$ cat src/hw/rtl/hghr_pkg.sv
// Package for the hierarchical group host range block.
// Holds field widths, register indexes and parameter defaults; depends on nothing.
package hghr_pkg;

	localparam int DEF_MAX_LEVELS     = 4;
	localparam int DEF_MAX_PROCESSORS = 1024;

	localparam int NUM_GROUP_REGS = 4;
	localparam int GRP_W          = 11;
	localparam int OWN_W          = 10;
	localparam int ID_W           = 16;
	localparam int DEPTH_W        = 3;
	localparam int BOUND_W        = 10;
	localparam int CFG_IDX_W      = 3;
	localparam int CFG_DATA_W     = 11;

	typedef enum logic [CFG_IDX_W-1:0] {
		REG_POLICY_CYCLIC   = 3'd0,
		REG_OWN_PROCESSOR   = 3'd1,
		REG_PROCESSOR_COUNT = 3'd2,
		REG_GROUPS_LEVEL0   = 3'd3,
		REG_GROUPS_LEVEL1   = 3'd4,
		REG_GROUPS_LEVEL2   = 3'd5,
		REG_GROUPS_LEVEL3   = 3'd6
	} reg_idx_t;

endpackage

$ cat src/hw/rtl/hghr_if.sv
// Channel interfaces of the hierarchical group host range block.
// Depends on hghr_pkg for the field widths.
interface hghr_query_if import hghr_pkg::*; ();
	logic               valid;
	logic               ready;
	logic [DEPTH_W-1:0] depth;
	logic [ID_W-1:0]    level_id0;
	logic [ID_W-1:0]    level_id1;
	logic [ID_W-1:0]    level_id2;
	logic [ID_W-1:0]    level_id3;
	logic               counter_valid;
	logic [ID_W-1:0]    group_counter;

	modport source (output valid, depth, level_id0, level_id1, level_id2, level_id3,
		counter_valid, group_counter, input ready);
	modport sink (input valid, depth, level_id0, level_id1, level_id2, level_id3,
		counter_valid, group_counter, output ready);
endinterface

interface hghr_result_if import hghr_pkg::*; ();
	logic               valid;
	logic               ready;
	logic               allowed;
	logic [BOUND_W-1:0] lower_bound;
	logic [BOUND_W-1:0] upper_bound;
	logic               range_empty;

	modport source (output valid, allowed, lower_bound, upper_bound, range_empty,
		input ready);
	modport sink (input valid, allowed, lower_bound, upper_bound, range_empty,
		output ready);
endinterface

$ cat src/hw/rtl/hierarchical_group_host_range.sv
// Top level of the hierarchical group host range block.
// Depends on hghr_pkg, hghr_if and hghr_div_chain.
//
// A query arrives on the query channel and one result leaves on the result
// channel; both use valid and ready, and a request moves when both are high.
// The configuration port writes one register per cycle with cfg_we high;
// the user must write it only while no query is in flight; the block does not enforce this.
// Each level runs two divisions through a chain of NW single-step cells
// (NW is 16 at the default size), then a multiply-add that moves the base
// and narrows the span; when the counter is used, a third division runs
// after the last level.
// One query is processed at a time.
// The result sits in an output register; a stalled receiver holds it there
// while the next query is already accepted and worked on, and that query
// waits for the register before it finishes.
// Reset returns the registers to their defaults and empties the datapath.
// Query ready is high whenever the block is between queries.
module hierarchical_group_host_range
	import hghr_pkg::*;
#(
	parameter int MAX_LEVELS     = DEF_MAX_LEVELS,
	parameter int MAX_PROCESSORS = DEF_MAX_PROCESSORS
) (
	input  logic                  clk,
	input  logic                  arst_n,
	input  logic                  cfg_we,
	input  logic [CFG_IDX_W-1:0]  cfg_index,
	input  logic [CFG_DATA_W-1:0] cfg_data,
	hghr_query_if.sink            query,
	hghr_result_if.source         result
);
	localparam int SPAN_W = $clog2(MAX_PROCESSORS + 1);
	localparam int DW     = (GRP_W > SPAN_W) ? GRP_W : SPAN_W;
	localparam int NW     = (ID_W > SPAN_W) ? ID_W : SPAN_W;
	localparam int LVL_W  = $clog2(MAX_LEVELS + 1);
	localparam int CW     = ((SPAN_W > OWN_W) ? SPAN_W : OWN_W) + 2;

	typedef enum logic [2:0] {
		ST_IDLE, ST_LEVEL, ST_WSIZE, ST_WPICK, ST_MAC, ST_FIN, ST_WCNT, ST_DONE
	} state_t;

	logic              policy_q;
	logic [OWN_W-1:0]  own_q;
	logic [GRP_W-1:0]  pcount_q;
	logic [GRP_W-1:0]  groups_q [NUM_GROUP_REGS];

	state_t            state_q;
	logic [LVL_W-1:0]  lvl_q;
	logic [LVL_W-1:0]  depth_q;
	logic [ID_W-1:0]   id_q [NUM_GROUP_REGS];
	logic              cval_q;
	logic [ID_W-1:0]   cnt_q;
	logic [SPAN_W-1:0] span_q;
	logic [SPAN_W-1:0] base_q;
	logic [SPAN_W-1:0] size_q;
	logic [SPAN_W-1:0] prod_q;
	logic              res_allow_q;
	logic              res_empty_q;

	logic              div_valid;
	logic [NW-1:0]     div_num;
	logic [DW-1:0]     div_den;
	logic              dv_o;
	logic [NW-1:0]     dq_o;
	logic [DW-1:0]     dr_o;

	logic [GRP_W-1:0]  g_eff;
	logic [ID_W-1:0]   id_sel;
	logic [SPAN_W-1:0] span_init;
	logic [CW-1:0]     lower_w;
	logic [CW-1:0]     upper_w;
	logic [CW-1:0]     own_w;
	logic [DEPTH_W-1:0] depth_in;

	always_ff @(posedge clk or negedge arst_n) begin
		if (!arst_n) begin
			policy_q <= 1'b1;
			own_q    <= '0;
			pcount_q <= GRP_W'(1);
			for (int i = 0; i < NUM_GROUP_REGS; i++) groups_q[i] <= GRP_W'(1);
		end else if (cfg_we) begin
			unique case (cfg_index)
				REG_POLICY_CYCLIC:   policy_q <= cfg_data[0];
				REG_OWN_PROCESSOR:   own_q <= cfg_data[OWN_W-1:0];
				REG_PROCESSOR_COUNT: pcount_q <= cfg_data;
				REG_GROUPS_LEVEL0:   groups_q[0] <= cfg_data;
				REG_GROUPS_LEVEL1:   groups_q[1] <= cfg_data;
				REG_GROUPS_LEVEL2:   groups_q[2] <= cfg_data;
				REG_GROUPS_LEVEL3:   groups_q[3] <= cfg_data;
				default: ;
			endcase
		end
	end

	always_comb begin
		g_eff  = GRP_W'(1);
		id_sel = '0;
		for (int i = 0; i < NUM_GROUP_REGS; i++) begin
			if (32'(lvl_q) == i) begin
				g_eff  = (groups_q[i] == '0) ? GRP_W'(1) : groups_q[i];
				id_sel = id_q[i];
			end
		end
	end

	assign span_init = (32'(pcount_q) > MAX_PROCESSORS) ? SPAN_W'(MAX_PROCESSORS)
		: SPAN_W'(pcount_q);
	assign depth_in  = query.depth;
	assign lower_w   = CW'(base_q);
	assign upper_w   = CW'(base_q) + CW'(span_q) - CW'(1);
	assign own_w     = CW'(own_q);

	always_comb begin
		div_valid = 1'b0;
		div_num   = NW'(span_q);
		div_den   = DW'(g_eff);
		unique case (state_q)
			ST_LEVEL: div_valid = (lvl_q != depth_q);
			ST_WSIZE: begin
				div_valid = dv_o;
				div_num   = NW'(id_sel);
			end
			ST_FIN: begin
				div_valid = (span_q != '0) && policy_q && cval_q;
				div_num   = NW'(cnt_q);
				div_den   = DW'(span_q);
			end
			default: ;
		endcase
	end

	hghr_div_chain #(.NW(NW), .DW(DW)) u_chain (
		.clk(clk), .arst_n(arst_n),
		.valid_i(div_valid), .num_i(div_num), .den_i(div_den),
		.valid_o(dv_o), .quot_o(dq_o), .rem_o(dr_o)
	);

	assign query.ready = (state_q == ST_IDLE);

	always_ff @(posedge clk or negedge arst_n) begin
		if (!arst_n) begin
			state_q      <= ST_IDLE;
			result.valid <= 1'b0;
			lvl_q        <= '0;
			depth_q      <= '0;
		end else begin
			if (state_q == ST_DONE && (!result.valid || result.ready))
				result.valid <= 1'b1;
			else if (result.ready)
				result.valid <= 1'b0;
			unique case (state_q)
				ST_IDLE: begin
					if (query.valid) begin
						depth_q <= (32'(depth_in) > MAX_LEVELS) ? LVL_W'(MAX_LEVELS)
							: LVL_W'(depth_in);
						lvl_q   <= '0;
						state_q <= ST_LEVEL;
					end
				end
				ST_LEVEL: state_q <= (lvl_q == depth_q) ? ST_FIN : ST_WSIZE;
				ST_WSIZE: if (dv_o) state_q <= ST_WPICK;
				ST_WPICK: if (dv_o) state_q <= ST_MAC;
				ST_MAC: begin
					lvl_q   <= lvl_q + LVL_W'(1);
					state_q <= ST_LEVEL;
				end
				ST_FIN: begin
					state_q <= (span_q != '0 && policy_q && cval_q) ? ST_WCNT : ST_DONE;
				end
				ST_WCNT: if (dv_o) state_q <= ST_DONE;
				ST_DONE: begin
					if (!result.valid || result.ready) state_q <= ST_IDLE;
				end
				default: state_q <= ST_IDLE;
			endcase
		end
	end

	always_ff @(posedge clk) begin
		unique case (state_q)
			ST_IDLE: begin
				id_q[0] <= query.level_id0;
				id_q[1] <= query.level_id1;
				id_q[2] <= query.level_id2;
				id_q[3] <= query.level_id3;
				cval_q  <= query.counter_valid;
				cnt_q   <= query.group_counter;
				span_q  <= span_init;
				base_q  <= '0;
			end
			ST_WSIZE: if (dv_o) size_q <= SPAN_W'(dq_o);
			ST_WPICK: if (dv_o) prod_q <= SPAN_W'(dr_o * size_q);
			ST_MAC: begin
				base_q <= base_q + prod_q;
				span_q <= size_q;
			end
			ST_FIN: begin
				res_empty_q <= (span_q == '0);
				res_allow_q <= (span_q != '0) && policy_q && !cval_q
					&& (own_w >= lower_w) && (own_w <= upper_w);
			end
			ST_WCNT: if (dv_o) res_allow_q <= (lower_w + CW'(dr_o)) == own_w;
			ST_DONE: begin
				if (!result.valid || result.ready) begin
					result.allowed     <= res_allow_q;
					result.range_empty <= res_empty_q;
					result.lower_bound <= res_empty_q ? '0 : BOUND_W'(lower_w);
					result.upper_bound <= res_empty_q ? '0 : BOUND_W'(upper_w);
				end
			end
			default: ;
		endcase
	end
endmodule

$ cat src/hw/rtl/hghr_cell.sv
// One restoring division step, registered, for the divider chain.
// Depends on nothing.
module hghr_cell #(
	parameter int NW = 16,
	parameter int DW = 11
) (
	input  logic          clk,
	input  logic          arst_n,
	input  logic          valid_i,
	input  logic [DW-1:0] rem_i,
	input  logic [NW-1:0] num_i,
	input  logic [DW-1:0] den_i,
	output logic          valid_q,
	output logic [DW-1:0] rem_q,
	output logic [NW-1:0] num_q,
	output logic [DW-1:0] den_q
);
	logic [DW:0] trial;
	logic        ge;

	assign trial = {rem_i, num_i[NW-1]};
	assign ge    = trial >= {1'b0, den_i};

	always_ff @(posedge clk or negedge arst_n) begin
		if (!arst_n) begin
			valid_q <= 1'b0;
		end else begin
			valid_q <= valid_i;
		end
	end

	always_ff @(posedge clk) begin
		rem_q <= ge ? DW'(trial - {1'b0, den_i}) : DW'(trial);
		num_q <= {num_i[NW-2:0], ge};
		den_q <= den_i;
	end
endmodule

$ cat src/hw/rtl/hghr_div_chain.sv
// Row of NW registered division cells; a request enters at one end and leaves at the other.
// Depends on hghr_cell.
module hghr_div_chain #(
	parameter int NW = 16,
	parameter int DW = 11
) (
	input  logic          clk,
	input  logic          arst_n,
	input  logic          valid_i,
	input  logic [NW-1:0] num_i,
	input  logic [DW-1:0] den_i,
	output logic          valid_o,
	output logic [NW-1:0] quot_o,
	output logic [DW-1:0] rem_o
);
	logic          v [NW+1];
	logic [DW-1:0] r [NW+1];
	logic [NW-1:0] n [NW+1];
	logic [DW-1:0] d [NW+1];

	assign v[0] = valid_i;
	assign r[0] = '0;
	assign n[0] = num_i;
	assign d[0] = den_i;

	for (genvar i = 0; i < NW; i++) begin : g_cell
		hghr_cell #(.NW(NW), .DW(DW)) u_cell (
			.clk(clk), .arst_n(arst_n),
			.valid_i(v[i]), .rem_i(r[i]), .num_i(n[i]), .den_i(d[i]),
			.valid_q(v[i+1]), .rem_q(r[i+1]), .num_q(n[i+1]), .den_q(d[i+1])
		);
	end

	assign valid_o = v[NW];
	assign quot_o  = n[NW];
	assign rem_o   = r[NW];
endmodule
$ cat src/flat_wrapper.sv
// flat-port wrapper written by rule: the top's interface ports become plain ports
module hierarchical_group_host_range_flat import hghr_pkg::*;
#(
	parameter int MAX_LEVELS     = DEF_MAX_LEVELS,
	parameter int MAX_PROCESSORS = DEF_MAX_PROCESSORS
)
  (clk, arst_n, cfg_we, cfg_index, cfg_data, query_valid, query_depth, query_level_id0, query_level_id1, query_level_id2, query_level_id3, query_counter_valid, query_group_counter, query_ready, result_valid, result_allowed, result_lower_bound, result_upper_bound, result_range_empty, result_ready);
  hghr_query_if query_i ();
  hghr_result_if result_i ();
  input  logic clk;
  input  logic arst_n;
  input  logic cfg_we;
  input  logic [CFG_IDX_W-1:0] cfg_index;
  input  logic [CFG_DATA_W-1:0] cfg_data;
  input wire logic [$bits(query_i.valid)-1:0] query_valid;
  input wire logic [$bits(query_i.depth)-1:0] query_depth;
  input wire logic [$bits(query_i.level_id0)-1:0] query_level_id0;
  input wire logic [$bits(query_i.level_id1)-1:0] query_level_id1;
  input wire logic [$bits(query_i.level_id2)-1:0] query_level_id2;
  input wire logic [$bits(query_i.level_id3)-1:0] query_level_id3;
  input wire logic [$bits(query_i.counter_valid)-1:0] query_counter_valid;
  input wire logic [$bits(query_i.group_counter)-1:0] query_group_counter;
  output wire logic [$bits(query_i.ready)-1:0] query_ready;
  output wire logic [$bits(result_i.valid)-1:0] result_valid;
  output wire logic [$bits(result_i.allowed)-1:0] result_allowed;
  output wire logic [$bits(result_i.lower_bound)-1:0] result_lower_bound;
  output wire logic [$bits(result_i.upper_bound)-1:0] result_upper_bound;
  output wire logic [$bits(result_i.range_empty)-1:0] result_range_empty;
  input wire logic [$bits(result_i.ready)-1:0] result_ready;
  assign query_i.valid = query_valid;
  assign query_i.depth = query_depth;
  assign query_i.level_id0 = query_level_id0;
  assign query_i.level_id1 = query_level_id1;
  assign query_i.level_id2 = query_level_id2;
  assign query_i.level_id3 = query_level_id3;
  assign query_i.counter_valid = query_counter_valid;
  assign query_i.group_counter = query_group_counter;
  assign query_ready = query_i.ready;
  assign result_valid = result_i.valid;
  assign result_allowed = result_i.allowed;
  assign result_lower_bound = result_i.lower_bound;
  assign result_upper_bound = result_i.upper_bound;
  assign result_range_empty = result_i.range_empty;
  assign result_i.ready = result_ready;
  hierarchical_group_host_range #(.MAX_LEVELS(MAX_LEVELS), .MAX_PROCESSORS(MAX_PROCESSORS)) u_core (.clk(clk), .arst_n(arst_n), .cfg_we(cfg_we), .cfg_index(cfg_index), .cfg_data(cfg_data), .query(query_i), .result(result_i));
endmodule
$ cat config.mk
export PLATFORM = sky130hd
export DESIGN_NAME = hierarchical_group_host_range_flat
export DESIGN_NICKNAME = d
export VERILOG_FILES = /design/src/hw/rtl/hghr_pkg.sv /design/src/hw/rtl/hghr_if.sv /design/src/hw/rtl/hierarchical_group_host_range.sv /design/src/hw/rtl/hghr_cell.sv /design/src/hw/rtl/hghr_div_chain.sv /design/src/flat_wrapper.sv
export SDC_FILE = /design/constraint.sdc
export NUM_CORES = 1
export LEC_CHECK = 0
export BUFFER_PORTS_ARGS = -buffer_cell sky130_fd_sc_hd__buf_2
export CORE_ASPECT_RATIO = 1.5
export CORE_MARGIN = 2
export CORE_UTILIZATION = 43
export DETAILED_ROUTE_END_ITERATION = 12
export PLACE_DENSITY = 0.56
export SYNTH_ARGS = -nofsm -noshare
export SYNTH_HDL_FRONTEND = slang
export SYNTH_SLANG_ARGS = --single-unit
$ cat constraint.sdc
create_clock -name clk -period 11.24 [get_ports clk]
set_clock_uncertainty 0.15 [all_clocks]
set_input_delay 1.124 -clock clk [delete_from_list [all_inputs] [get_ports clk]]
set_output_delay 1.124 -clock clk [all_outputs]
set_load 0.01 [all_outputs]
Word-level counts from Yosys, hierarchy flattened
Memories as Yosys holds them, arrays and structs flattened.
Cells that the tools add are included.
{"block": "classes", "reduce_logical": 35, "order_cmp": 20, "multipliers": 1, "n_addsub": 21, "eq_ne": 24, "muxes": 51}
{"operator": "two-way mux 11 bit", "n": 25}
{"operator": ">= comparator 12 x 11 -> 1 bit", "n": 15}
{"operator": "subtractor 11 bit", "n": 15}
{"operator": "two-way mux 16 bit", "n": 4}
{"operator": "zero test 11 bit", "n": 5}
{"operator": "case mux 11 bit (2 select lines)", "n": 2}
{"operator": "case mux 16 bit (2 select lines)", "n": 1}
{"operator": "AND reduction 2 bit", "n": 13}
{"operator": "adder 11 x 11 -> 12 bit", "n": 2}
{"operator": "two-way mux 3 bit", "n": 8}
{"operator": "case mux 3 bit (8 select lines)", "n": 1}
{"operator": "equality test 3 bit, second input constant", "n": 7}
{"operator": "equality test 3 x 2 -> 1 bit, second input constant", "n": 6}
{"operator": "equality test 13 x 10 -> 1 bit", "n": 1}
{"operator": "<= comparator 10 x 13 -> 1 bit", "n": 1}
{"operator": "subtractor 13 x 1 -> 13 bit, second input constant", "n": 1}
{"operator": "adder 11 bit", "n": 1}
{"operator": ">= comparator 1 x 11 -> 1 bit", "n": 1}
{"operator": ">= comparator 10 x 11 -> 1 bit", "n": 1}
{"operator": "greater-than comparator 11 bit, second input constant", "n": 1}
{"operator": "multiplier 11 x 11 -> 11 bit", "n": 1}
{"operator": "nonzero test 11 bit", "n": 1}
{"operator": "subtractor 1 x 11 -> 11 bit", "n": 1}
{"operator": "!= test 2 bit, second input constant", "n": 5}
{"operator": "other kinds (15)", "n": 33}
{"block": "word_totals", "register_bits": 769, "in_bits": 103, "ram_bits": 64, "word_cells": 240, "out_inout_bits": 24, "n_memories": 1}
{"memory": "u_core.id_q", "depth": 4, "width": 16, "rd": 4, "rd_clocked_by_memory_dff": 0, "wr": 4, "line": "hierarchical_group_host_range.sv:50", "source": "logic [ID_W-1:0] id_q [NUM_GROUP_REGS];"}

Logic depth before layout (Yosys ltp)
Gate-level depths: netlist of run 1.
{"block": "depth", "depth_word": 9, "depth_mapped": 18, "ltp_nobuf": 16}

Hierarchy
From an unflattened synthesis of run 1, not the netlist that was laid out.
{"block": "unflattened", "cells_unflattened": 3529, "hier_area_um2": 37668.6}
{"mod": "hghr_cell", "cells_each": 149, "area_each_um2": 1540.2, "seq_area_each_um2": 785.8, "instances": 16}
{"mod": "hierarchical_group_host_range", "cells_each": 1144, "area_each_um2": 13021.2, "seq_area_each_um2": 6383.6, "instances": 1}
{"mod": "hghr_div_chain", "cells_each": 1, "area_each_um2": 3.8, "seq_area_each_um2": 0.0, "instances": 1}

Least setup slack after synthesis of run 1
No wires, ideal clock.
{"block": "synth_path", "kind": "reg2reg", "start": "reg u_core.state_q[1]", "end": "reg u_core.depth_q[2]", "required_time_ns": 10.961, "t_arrival_ns": 7.936, "synth_period_minus_slack_ns": 8.215, "stages_incl_launch_ff": 5, "slack_ns": 3.025, "setup_ns": 0.129, "n_path_buf": 1, "cell_sequence": "dfrtp_1 > buf_2 > nor3_1 > nand2_1 > mux2_2"}
{"block": "synth_between", "elab_chain_cells": 2}
{"element": "start, declared", "line": "hierarchical_group_host_range.sv:47", "source": "state_t state_q;"}
{"element": "start signal, assigned", "line": "hierarchical_group_host_range.sv:160", "source": "ST_LEVEL: state_q <= (lvl_q == depth_q) ? ST_FIN : ST_WSIZE;"}
{"element": "start signal, assigned", "line": "hierarchical_group_host_range.sv:168", "source": "state_q <= (span_q != '0 && policy_q && cval_q) ? ST_WCNT : ST_DONE;"}
{"element": "zero test 3 bit"}
{"element": "net query_ready", "line": "flat_wrapper.sv:23", "source": "output wire logic [$bits(query_i.ready)-1:0] query_ready;"}
{"element": "AND reduction 2 bit (no line)"}
{"element": "end signal, assigned", "line": "hierarchical_group_host_range.sv:154", "source": "depth_q <= (32'(depth_in) > MAX_LEVELS) ? LVL_W'(MAX_LEVELS)"}
{"element": "end, declared", "line": "hierarchical_group_host_range.sv:49", "source": "logic [LVL_W-1:0] depth_q;"}
The timed path passes the listed nets, and every way through them passes these cells.
A chain may end at the register's enable or synchronous reset.

Final worst setup path of run 1
{"block": "layout_path", "start": "reg u_core.u_chain.g_cell[15].u_cell.rem_q[1]", "end": "reg u_core.prod_q[10] (data pin)"}
{"block": "layout_between", "elab_chain_cells": 1}
{"element": "start, declared", "line": "hghr_cell.sv:14", "source": "output logic [DW-1:0] rem_q,"}
{"element": "start signal, assigned", "line": "hghr_cell.sv:33", "source": "rem_q <= ge ? DW'(trial - {1'b0, den_i}) : DW'(trial);"}
{"element": "multiplier 11 x 11 -> 11 bit", "line": "hierarchical_group_host_range.sv:192", "source": "ST_WPICK: if (dv_o) prod_q <= SPAN_W'(dr_o * size_q);"}
{"element": "end signal, assigned", "line": "hierarchical_group_host_range.sv:192"}
{"element": "end, declared", "line": "hierarchical_group_host_range.sv:56", "source": "logic [SPAN_W-1:0] prod_q;"}
No other way between the ends.

==> impl_metrics.csv, run 1 <==
group,metric,value,unit
worst_setup_path,crit_cells,16,
routing,wl_per_cell,17.18,um
cts,cts_hold_buffers,0,
cts,cts_buffers,76,
synthesis,synthAdderAreaFrac,12.46,%
floorplanning,rows,124,
cts,cts.sinks,768,
cts,cts_tree,"built",
worst_setup_path,start_kind,"flop",
floorplanning,dieArea,79290,sq um
cts,clk_path_buf_depth,3,
placed_design,portBuffers,126,
cts,ctsResizeCount,0,
sta,tightest_slew,1.228,ns
hold_path,min_path_type,"flop to flop",
synthesis,yosys_warnings,0,
worst_setup_path,endpoint_kind,"flop",
synthesis,synthArstFlopShare,11.98,%
synthesis,synth_cell_types,63,
sta,finalCritPeriodShare,39.92,%
worst_setup_path,critPathTopFamily,"adder cells",
synthesis,synth_common_cells,"dfxtp_1 (527), inv_1 (325), nand2_1 (261)",
routing,wl,74.75,mm
synthesis,synth_xor_area_share,3.438,%
placed_design,dp_cells,4212,
worst_setup_path,cp_data_arrival_time,4.70,ns
floorplanning,initial_utilization,43.47,%
synthesis,synth_top_family_by_area,"adder cells",
worst_setup_path,cp_cell_sequence,"nand2_1, fa_1, inv_1, ha_1, inv_1, fa_1, fa_1, fa_1, inv_1, ha_1, inv_1, o21bai_1, a21oi_1, o21bai_1, a21oi_1, xnor2_1",
synthesis,netlist_top_cells_area,"dfxtp_1 (32%), edfxtp_1 (14%), ha_1 (9.6%), dfrtp_1 (6.5%), inv_1 (3.7%)",
synthesis,yosys.area.top_type_share,31.86,%
cells_and_area,nets,3686,
global_routing,grt_max_degree,72,
sta,finalHoldViolations,0,
worst_setup_path,cpPeakStageDelay,0.59,ns
synthesis,yosys_register_bits,768,
global_routing,grt_pass1_wl,120.9,mm
worst_setup_path,worstSetupPathType,"flop to flop",
global_routing,gr-total-overflow,0,
cells_and_area,final_cells,4351,
hold_path,holdPathStages,0,
job,cap_viol_max_count,0,
global_routing,grt_antenna_before_repair,6,
floorplanning,coreArea,76180,sq um
worst_setup_path,crit_required,11.46,ns
synthesis,yosysSeqAreaShare,52.35,%
synthesis,synth_nets,3539,
sta,fin_crit,4.487,ns
routing,vias,22470,
routing,drt_iter0_markers,923,
cts,path_clk_slew,0.06,ns
placed_design,dpl.hpwl,57.31,mm
global_routing,track_usage,19.19,%
synthesis,synthFlopType,"dfxtp_1",
cells_and_area,area_growth,13.64,%
placed_design,placed_cell_area,34910,sq um
cts,post-cts-setup-buffers,0,
sta,rsz0062_at_grt,"no",
placed_design,finalWeightedCongestion,0.8791,
synthesis,yosysTopAreaCell,"dfxtp_1",
synthesis,synthSimpleGateAreaFrac,12.03,%
synthesis,synth-compound-area-share,11.29,%
floorplanning,io_pins,127,
sta,setup_tns,0,ns
worst_setup_path,path_buf_inv,4,
routing,vias_per_cell,5.163,
routing,first_pass_iters,7,
synthesis,yosysMostFrequentCell,"dfxtp_1",
sta,maxSlewHeadroom,17.99,%
sta,slew_viol_final,0,
cts,root_buffer,"clkbuf_16",
run_status,status,"finished clean",
routing,postRouteAntennaNets,0,
cells_and_area,drive_above_1_share,12.09,%
floorplanning,die_w,230.6,um
worst_setup_path,critPathSlowestCell,"dfxtp_1",
worst_setup_path,cp_max_fo,12,
synthesis,synth_cells,3135,
synthesis,muxShareOfSynthArea,3.869,%
routing,drcViolationCount,0,
synthesis,synth_area_per_cell,10.56,sq um
sta,finalSetupViolations,0,
global_routing,grt_pass1_vias,23670,
cts,clk_latency,0.63,ns
cts,h-tree-depth,3,
cells_and_area,fin_area,37630,sq um
sta,fmax,222.9,MHz
synthesis,syn_area,33110,sq um
worst_setup_path,reg2reg_depth,16,
floorplanning,die_h,343.9,um
synthesis,synth_edf_count,149,
[kinds of logic (layout without fill, tap and decap cells)]
| logic type | Yosys count | in the layout |
|---|---|---|
| DFF | 768 | 768 |
| muxes | 116 | 116 |
| adders and majority gates | 301 | 301 |
| and+or+nand+nor | 829 | 829 |
| AOI/OAI and AO/OA | 591 | 591 |
| other | 0 | 1 |
| buffers and inverters | 400 | 607 |
| xor gates and xnor gates | 130 | 130 |
[layer usage]
| layer | wire length [um] | global-route usage, % |
|---|---|---|
| met5 | 47 | 0 |
| met4 | 2667 | 8.024 |
| met3 | 2844 | 2.752 |
| met2 | 40500 | 37.40 |
| met1 | 28690 | 20.41 |
[sequential cells by signal, summed over array words and instances, names as in the netlist, 16 cells and up]
| register | flops |
|---|---|
| u_core.u_chain.g_cell.u_cell.rem_q | 176 |
| u_core.groups_q | 44 |
| u_core.id_q | 64 |
| u_core.u_chain.g_cell.u_cell.num_q | 186 |
| u_core.u_chain.g_cell.u_cell.valid_q | 16 |
| u_core.cnt_q | 16 |
| u_core.u_chain.g_cell.u_cell.den_q | 165 |
[layout by cell type (no fill, tap or decap), types with 33 or more instances in the layout]
| master | instances |
|---|---|
| xor2_1 | 35 |
| nand3_1 | 47 |
| inv_1 | 325 |
| and2_1 | 33 |
| dfxtp_1 | 527 |
| nand2b_1 | 34 |
| dfrtp_1 | 86 |
| a21oi_1 | 128 |
| edfxtp_1 | 149 |
| o31ai_1 | 67 |
| ha_1 | 252 |
| and3_1 | 34 |
| mux2_2 | 96 |
| xnor2_1 | 95 |
| o21a_1 | 33 |
| nand4_1 | 36 |
| nor2_1 | 167 |
| nor3_1 | 93 |
| clkbuf_16 | 83 |
| nor2b_1 | 53 |
| o21ai_0 | 183 |
| buf_2 | 125 |
| fa_1 | 48 |
| a211oi_1 | 44 |
| nand2_1 | 261 |
[through the flow]
step	worst slack [ns]	util [%]	hold WS (ns)
global placement	6.712	45.82	0.1627
CTS	6.713	49.40	0.1626
floorplan	3.025	-	0.1596
finish	6.753	49.40	0.1652
global route	6.480	49.40	0.1665
detailed placement	6.721	45.82	0.1621
[final timing paths]
path / startpoint / to / slack (ns)
worst max-delay path: u_core.u_chain.g_cell[15].u_cell.rem_q[1] / u_core.prod_q[10] / 6.75
worst min-delay path: u_core.u_chain.g_cell[4].u_cell.num_q[5] / u_core.u_chain.g_cell[5].u_cell.num_q[6] / 0.17
worst max register to register: u_core.u_chain.g_cell[15].u_cell.rem_q[1] / u_core.prod_q[10] / 6.75
worst min register to register: u_core.u_chain.g_cell[4].u_cell.num_q[5] / u_core.u_chain.g_cell[5].u_cell.num_q[6] / 0.17
max in group asynchronous: arst_n / u_core.groups_q[21] / 9.50
min in group asynchronous: arst_n / u_core.u_chain.g_cell[7].u_cell.valid_q / 0.23
[cell type report]
type / instances / area (sq um)
clock buffer: 108 / 2325
fill: 6847 / 38550
sequential: 768 / 17330
timing repair buffer: 143 / 760.7
tap: 1008 / 1261
multi-input combinational: 1967 / 14330
antenna: 1 / 2.502
clock inverter: 30 / 399.1
inverter: 326 / 1224
Power of run 1 is not shown: default switching activity piles up to over one toggle a cycle in this logic, so the estimate is an artifact.
==> run 2, diff against run 1 <==
--- a/config.mk
+++ b/config.mk
@@ -5,6 +5,7 @@
 export SDC_FILE = /design/constraint.sdc
 export NUM_CORES = 1
 export LEC_CHECK = 0
+export ABC_AREA = 1
 export BUFFER_PORTS_ARGS = -buffer_cell sky130_fd_sc_hd__buf_2
 export CORE_ASPECT_RATIO = 1.5
 export CORE_MARGIN = 2
==> constraint.sdc (replaced) <==
create_clock -name clk -period 4.5 [get_ports clk]
set_clock_uncertainty 0.15 [all_clocks]
set_input_delay 0.45 -clock clk [delete_from_list [all_inputs] [get_ports clk]]
set_output_delay 0.45 -clock clk [all_outputs]
set_load 0.01 [all_outputs]
==> run 2 against run 1 <==
Area after synthesis grew 1.7%. Fmax grew 1.3%. Sequential share of layout area shrank 1.4 points. Register-to-register slack lost 6.7 ns. Global-route usage grew 0.51 points. Setup slack lost 6.7 ns. Worst hold slack lost 0.12 ns. Critical path type unchanged.
==> impl_metrics.csv, run 2 <==
group,metric,value,unit
synthesis,synth_cells,3583,
routing,postRouteAntennaNets,0,
sta,rsz0062_at_grt,"yes",
synthesis,yosys_register_bits,768,
worst_setup_path,crit_required,4.73,ns
synthesis,yosys_warnings,0,
sta,setup_ws,0.06992,ns
sta,slew_viol_final,0,
sta,finalHoldViolations,0,
cells_and_area,drive_above_1_share,10.05,%
cells_and_area,nets,4248,
routing,vias_per_cell,4.894,
synthesis,synth_common_cells,"nand2_1 (612), dfxtp_1 (527), inv_1 (518)",
global_routing,met3_usage,3.146,%
cells_and_area,largestRegisters,"u_core.u_chain.g_cell.u_cell.num_q x186, u_core.u_chain.g_cell.u_cell.rem_q x176, u_core.u_chain.g_cell.u_cell.den_q x165",
floorplanning,dieArea,80580,sq um
placed_design,dpl.hpwl,59.99,mm
synthesis,synth-compound-area-share,11.07,%
cells_and_area,antennaDiodeCount,0,
routing,wl_per_cell,15.98,um
synthesis,muxShareOfSynthArea,0.02974,%
floorplanning,rows,125,
cts,clk_path_buf_depth,3,
synthesis,synthSimpleGateAreaFrac,14.05,%
global_routing,track_usage,19.69,%
cells_and_area,mostFrequentLayoutCells,"nand2_1 (608), dfxtp_1 (524), inv_1 (516), a21oi_1 (298), ha_1 (251)",
floorplanning,initial_utilization,43.48,%
worst_setup_path,start_kind,"flop",
cells_and_area,mostFrequentLayoutCell,"nand2_1",
cells_and_area,area_growth,15.44,%
cts,clk_latency,0.62,ns
synthesis,synth_xor_area_share,4.048,%
synthesis,synthAdderAreaFrac,12.26,%
job,cap_viol_max_count,0,
synthesis,synth_edf_count,149,
global_routing,grt_max_degree,57,
global_routing,grt-busiest-layer,"met2",
floorplanning,coreArea,77420,sq um
synthesis,synth_area_per_cell,9.395,sq um
synthesis,yosysMostFrequentCell,"nand2_1",
global_routing,grt_pass1_vias,24670,
routing,drcViolationCount,0,
synthesis,yosysSeqAreaShare,51.50,%
sta,maxSlewHeadroom,29.86,%
worst_setup_path,r2r_slack,0.07,ns
routing,first_pass_iters,5,
floorplanning,io_pins,127,
sta,setup_tns,0,ns
cells_and_area,largest_register_ffs,186,
cts,root_buffer,"clkbuf_16",
cts,path_clk_slew,0.07,ns
sta,finalSetupViolations,0,
global_routing,grtUsageMet1,19.68,%
sta,tightest_slew,1.052,ns
synthesis,synth_nets,3987,
synthesis,yosysTopAreaCell,"dfxtp_1",
cts,cts.sinks,768,
placed_design,portBuffers,126,
cts,cts_buffers,74,
synthesis,syn_area,33660,sq um
routing,drt_iter0_markers,1204,
routing,wl,78.56,mm
cts,h-tree-depth,3,
placed_design,finalWeightedCongestion,0.8587,
synthesis,synth_cell_types,60,
cts,cts_tree,"built",
sta,fin_crit,4.430,ns
worst_setup_path,worstSetupPathType,"flop to flop",
global_routing,met2_usage,38.44,%
cells_and_area,regMostFlops,"u_core.u_chain.g_cell.u_cell.num_q",
run_status,status,"finished clean",
hold_path,min_path_type,"input port to flop",
synthesis,synthFlopType,"dfxtp_1",
floorplanning,die_w,232.4,um
sta,fmax,225.7,MHz
floorplanning,die_h,346.7,um
global_routing,grt_antenna_before_repair,0,
worst_setup_path,endpoint_kind,"flop",
sta,finalCritPeriodShare,98.45,%
worst_setup_path,cp_max_fo,5,
synthesis,synth_top_family_by_area,"simple AND/OR/NAND/NOR gates",
placed_design,place_ws,-0.03400,ns
global_routing,grt_pass1_wl,124.1,mm
synthesis,netlist_top_cells_area,"dfxtp_1 (31%), edfxtp_1 (13%), ha_1 (9.4%), nand2_1 (6.8%), dfrtp_1 (6.4%)",
worst_setup_path,cp_data_arrival_time,4.66,ns
routing,vias,24070,
synthesis,yosys.area.top_type_share,31.34,%
cells_and_area,post-route-util,50.19,%
synthesis,synthArstFlopShare,11.98,%
global_routing,gr-total-overflow,0,
run 2: cell count changes after synthesis, sizes merged, moves of 55 or more:
| cell | before | now |
|---|---|---|
| nor2b | 55 | 0 |
| inv | 325 | 526 |
| nor2 | 169 | 249 |
| xor2 | 35 | 92 |
| nand3 | 47 | 110 |
| mux2 | 96 | 0 |
| nor3 | 94 | 33 |
| o31ai | 67 | 2 |
| a21oi | 129 | 312 |
| nand2 | 261 | 623 |
run 2: routing by layer:
| metal | part of all wire, % | up-vias |
|---|---|---|
| met5 | 0 | - |
| li1 | - | 12310 |
| met4 | 4.7 | 0 |
| met3 | 3.9 | 195 |
| met2 | 55 | 439 |
| met1 | 36 | 11120 |
run 2: cells by family after synthesis:
family          after synthesis
compound gates              645
xor+xnor                    154
fa+ha+maj                   301
buf+inv                     603
flops                       768
mux                           1
simple gates               1111
run 2: cell type report:
class / count / area [sq um]
inverters: 527 / 1978
multi-input cells: 2212 / 14020
clock inverters: 30 / 236.5
clock buffers: 103 / 2146
flip-flops and latches: 768 / 17340
well taps: 1016 / 1271
fillers: 7213 / 38560
repair buffers: 261 / 1866
run 2: critical path, cell delays in order (launching register included):
cell      delay [ns]
edfxtp_1        0.46
buf_4           0.18
buf_4           0.13
nand2_1         0.07
fa_1            0.45
fa_2            0.55
inv_1           0.04
ha_1            0.33
fa_1            0.54
fa_1            0.50
ha_1            0.30
inv_1           0.07
o21ai_1         0.07
a21oi_1         0.19
nand3b_1        0.13
nand2_1         0.05
run 2: metrics by stage:
stage	hold WS, ns	std cells	area [sq um]
2_1_floorplan	0.004409	3583	33670
6_report	0.04718	4917	38860
5_1_grt	0.05994	4917	38860
3_5_place_dp	0.1621	4693	35510
3_3_place_gp	0.1609	4693	35510
4_1_cts	0.01195	4913	38770
run 2: repair_timing:
action                     CTS  global route
pin swaps                    2            20
resized for setup            3            17
hold buffers                86             0
buffers inserted             1             4
hold endpoints to repair   135             0
setup endpoints to repair    1             4
run 2: final timing paths:
path,start,end,cells after the start
worst max-delay path,u_core.size_q[2],u_core.prod_q[10],15
worst min-delay path,cfg_index[1],u_core.policy_q,4
worst max register to register,u_core.size_q[2],u_core.prod_q[10],15
worst min register to register,u_core.u_chain.g_cell[7].u_cell.num_q[11],u_core.u_chain.g_cell[8].u_cell.num_q[12],0
max in group asynchronous,arst_n,u_core.pcount_q[0],3
min in group asynchronous,arst_n,u_core.groups_q[38],2
Power of run 2 is left out for the same reason.
==> run 3, diff against run 2 <==
--- a/config.mk
+++ b/config.mk
@@ -10,7 +10,9 @@
 export CORE_ASPECT_RATIO = 1.5
 export CORE_MARGIN = 2
 export CORE_UTILIZATION = 43
+export CTS_CLUSTER_SIZE = 16
 export DETAILED_ROUTE_END_ITERATION = 12
+export GPL_ROUTABILITY_DRIVEN = 0
 export PLACE_DENSITY = 0.56
 export SYNTH_ARGS = -nofsm -noshare
 export SYNTH_HDL_FRONTEND = slang
==> constraint.sdc (replaced) <==
create_clock -name clk -period 4.5 [get_ports clk]
set_clock_uncertainty 0.15 [all_clocks]
set_input_delay 0.225 -clock clk [delete_from_list [all_inputs] [get_ports clk]]
set_output_delay 0.225 -clock clk [all_outputs]
set_load 0.01 [all_outputs]
==> run 3 against run 2 <==
Non-clock buffer count increased by 16. Register-to-register slack improved by 0.13 ns. Sequential cell count unchanged. Global-route usage about the same. Critical endpoint unchanged. Core utilization increased by 0.44 points. Worst hold slack got worse by 0.0092 ns. Final cell count increased by 0.43%.
==> impl_metrics.csv, run 3 (synthesized netlist as in run 2, its figures left out) <==
group,metric,value,unit
run_status,status,"finished clean",
cts,h-tree-depth,3,
cells_and_area,area_growth,16.44,%
routing,vias,23930,
worst_setup_path,cp_cell_sequence,"buf_4, nand2_2, fa_1, inv_1, ha_2, fa_1, ha_1, inv_1, fa_1, inv_2, ha_4, a21oi_2, nand2_1, a21o_1, a21oi_2, o21ai_1, a21oi_1, nand3b_1, nand2_1",
global_routing,gr-total-overflow,0,
worst_setup_path,cp_max_fo,4,
global_routing,grt_pass1_wl,124.2,mm
cts,path_clk_slew,0.06,ns
sta,finalSetupViolations,0,
placed_design,portBuffers,126,
sta,fmax,232.4,MHz
cells_and_area,drive_above_1_share,10.17,%
cells_and_area,mostFrequentLayoutCells,"nand2_1 (607), dfxtp_1 (526), inv_1 (515), a21oi_1 (298), ha_1 (249)",
routing,drcViolationCount,0,
routing,first_pass_iters,8,
cells_and_area,mostFrequentLayoutCell,"nand2_1",
worst_setup_path,crit_top_cell,"fa_1",
worst_setup_path,regToRegStartpoint,"u_core.size_q[4]",
global_routing,grt_pass1_vias,24330,
worst_setup_path,critPathSlowestCell,"fa_1",
sta,fin_crit,4.304,ns
sta,slew_viol_final,0,
worst_setup_path,cp_data_arrival_time,4.53,ns
global_routing,grt_max_degree,82,
worst_setup_path,crit_required,4.72,ns
floorplanning,die_w,232.4,um
placed_design,dp_cells,4688,
worst_setup_path,path_buf_inv,4,
worst_setup_path,worstSetupPathType,"flop to flop",
cts,clk_latency,0.62,ns
worst_setup_path,reg2reg_to,"u_core.prod_q[10]",
worst_setup_path,crit_cells,19,
sta,finalHoldViolations,0,
sta,setup_ws,0.1962,ns
cells_and_area,largestRegisters,"u_core.u_chain.g_cell.u_cell.num_q x186, u_core.u_chain.g_cell.u_cell.rem_q x176, u_core.u_chain.g_cell.u_cell.den_q x165",
placed_design,dpl.hpwl,59.65,mm
cts,cts_buffers,76,
routing,postRouteAntennaNets,0,
floorplanning,coreArea,77420,sq um
floorplanning,rows,125,
placed_design,place_ws,-0.001672,ns
cts,cts.sinks,768,
sta,tightest_slew,1.088,ns
global_routing,track_usage,19.70,%
worst_setup_path,endpoint_kind,"flop",
cells_and_area,post-route-util,50.63,%
cts,clk_path_buf_depth,3,
cells_and_area,final_cells,4938,
cells_and_area,largest_register_ffs,186,
worst_setup_path,start_kind,"flop",
cells_and_area,nets,4266,
routing,vias_per_cell,4.846,
worst_setup_path,critPathTopFamily,"adder cells",
floorplanning,dieArea,80580,sq um
routing,drt_iter0_markers,1261,
sta,finalCritPeriodShare,95.64,%
routing,wl_per_cell,15.96,um
worst_setup_path,cpPeakStageDelay,0.53,ns
worst_setup_path,r2r_slack,0.20,ns
hold_path,min_path_type,"input port to asynchronous set/reset pin",
cts,root_buffer,"clkbuf_16",
job,cap_viol_max_count,0,
sta,maxSlewHeadroom,26.92,%
cells_and_area,fillCellCount,7101,
floorplanning,die_h,346.7,um
worst_setup_path,reg2reg_depth,19,
floorplanning,io_pins,127,
cts,cts_tree,"built",
global_routing,grt_antenna_before_repair,1,
floorplanning,initial_utilization,43.48,%
cells_and_area,regMostFlops,"u_core.u_chain.g_cell.u_cell.num_q",
routing,wl,78.82,mm
cells_and_area,antennaDiodeCount,0,
## run 3: worst max-delay path by stage
| stage | to | start | slack (ns) |
|---|---|---|---|
| after floorplan | u_core.prod_q[10] | u_core.u_chain.g_cell[15].u_cell.rem_q[1] | 0.04 |
| after global placement | u_core.prod_q[10] | u_core.size_q[3] | 0.02 |
| after detailed placement | u_core.prod_q[10] | u_core.size_q[3] | -0.002 |
| after CTS | u_core.prod_q[10] | u_core.size_q[3] | 0.009 |
| after global routing | u_core.prod_q[9] | u_core.size_q[4] | -0.001 |
| final | u_core.prod_q[10] | u_core.size_q[4] | 0.20 |
## run 3: layout make-up
| type | count | area [sq um] | area share (%) |
|---|---|---|---|
| clock inverter | 29 | 270.3 | 0.6895 |
| sequential | 768 | 17340 | 44.23 |
| timing repair buffer | 277 | 2039 | 5.203 |
| tap | 1016 | 1271 | 3.243 |
| inverter | 527 | 1978 | 5.047 |
| multi-input combinational | 2212 | 14040 | 35.82 |
| clock buffer | 109 | 2262 | 5.771 |
## run 3: per-stage QoR
step / hold WS (ns) / TNS, ns / instance area, sq um
finish: 0.03802 / 0 / 39200
floorplan: -0.2206 / 0 / 33670
global placement: 0.1601 / 0 / 35480
global route: 0.09202 / -0.001022 / 39200
detailed placement: 0.1608 / -0.001672 / 35480
CTS: 0.02702 / 0 / 39080
## run 3: routing by layer
layer  routed length [um]  track usage [%]  vias to the layer above
met2                43790            38.97                      366
li1                     -                -                    12310
met4                 2987            8.425                        2
met3                 2498            2.546                      156
met5                   12                0                        -
met1                29530            20.23                    11100
## run 3: timing repair
item / in CTS / in global routing
hold endpoints to repair: 205 / 0
setup buffers: 1 / 5
resized for setup: 0 / 24
pin swaps: 0 / 33
hold buffers: 106 / 0
setup endpoints to repair: 1 / 2
## run 3: worst reg2reg max path: stages (launching register included)
cell and delay [ns]:
edfxtp_1 0.44, buf_4 0.16, nand2_2 0.05, fa_1 0.54, inv_1 0.04, ha_2 0.16, fa_1 0.44, ha_1 0.28
inv_1 0.05, fa_1 0.49, inv_2 0.04, ha_4 0.22, a21oi_2 0.11, nand2_1 0.08, a21o_1 0.19, a21oi_2 0.17
o21ai_1 0.09, a21oi_1 0.17, nand3b_1 0.13, nand2_1 0.05
Power of run 3 is left out for the same reason.
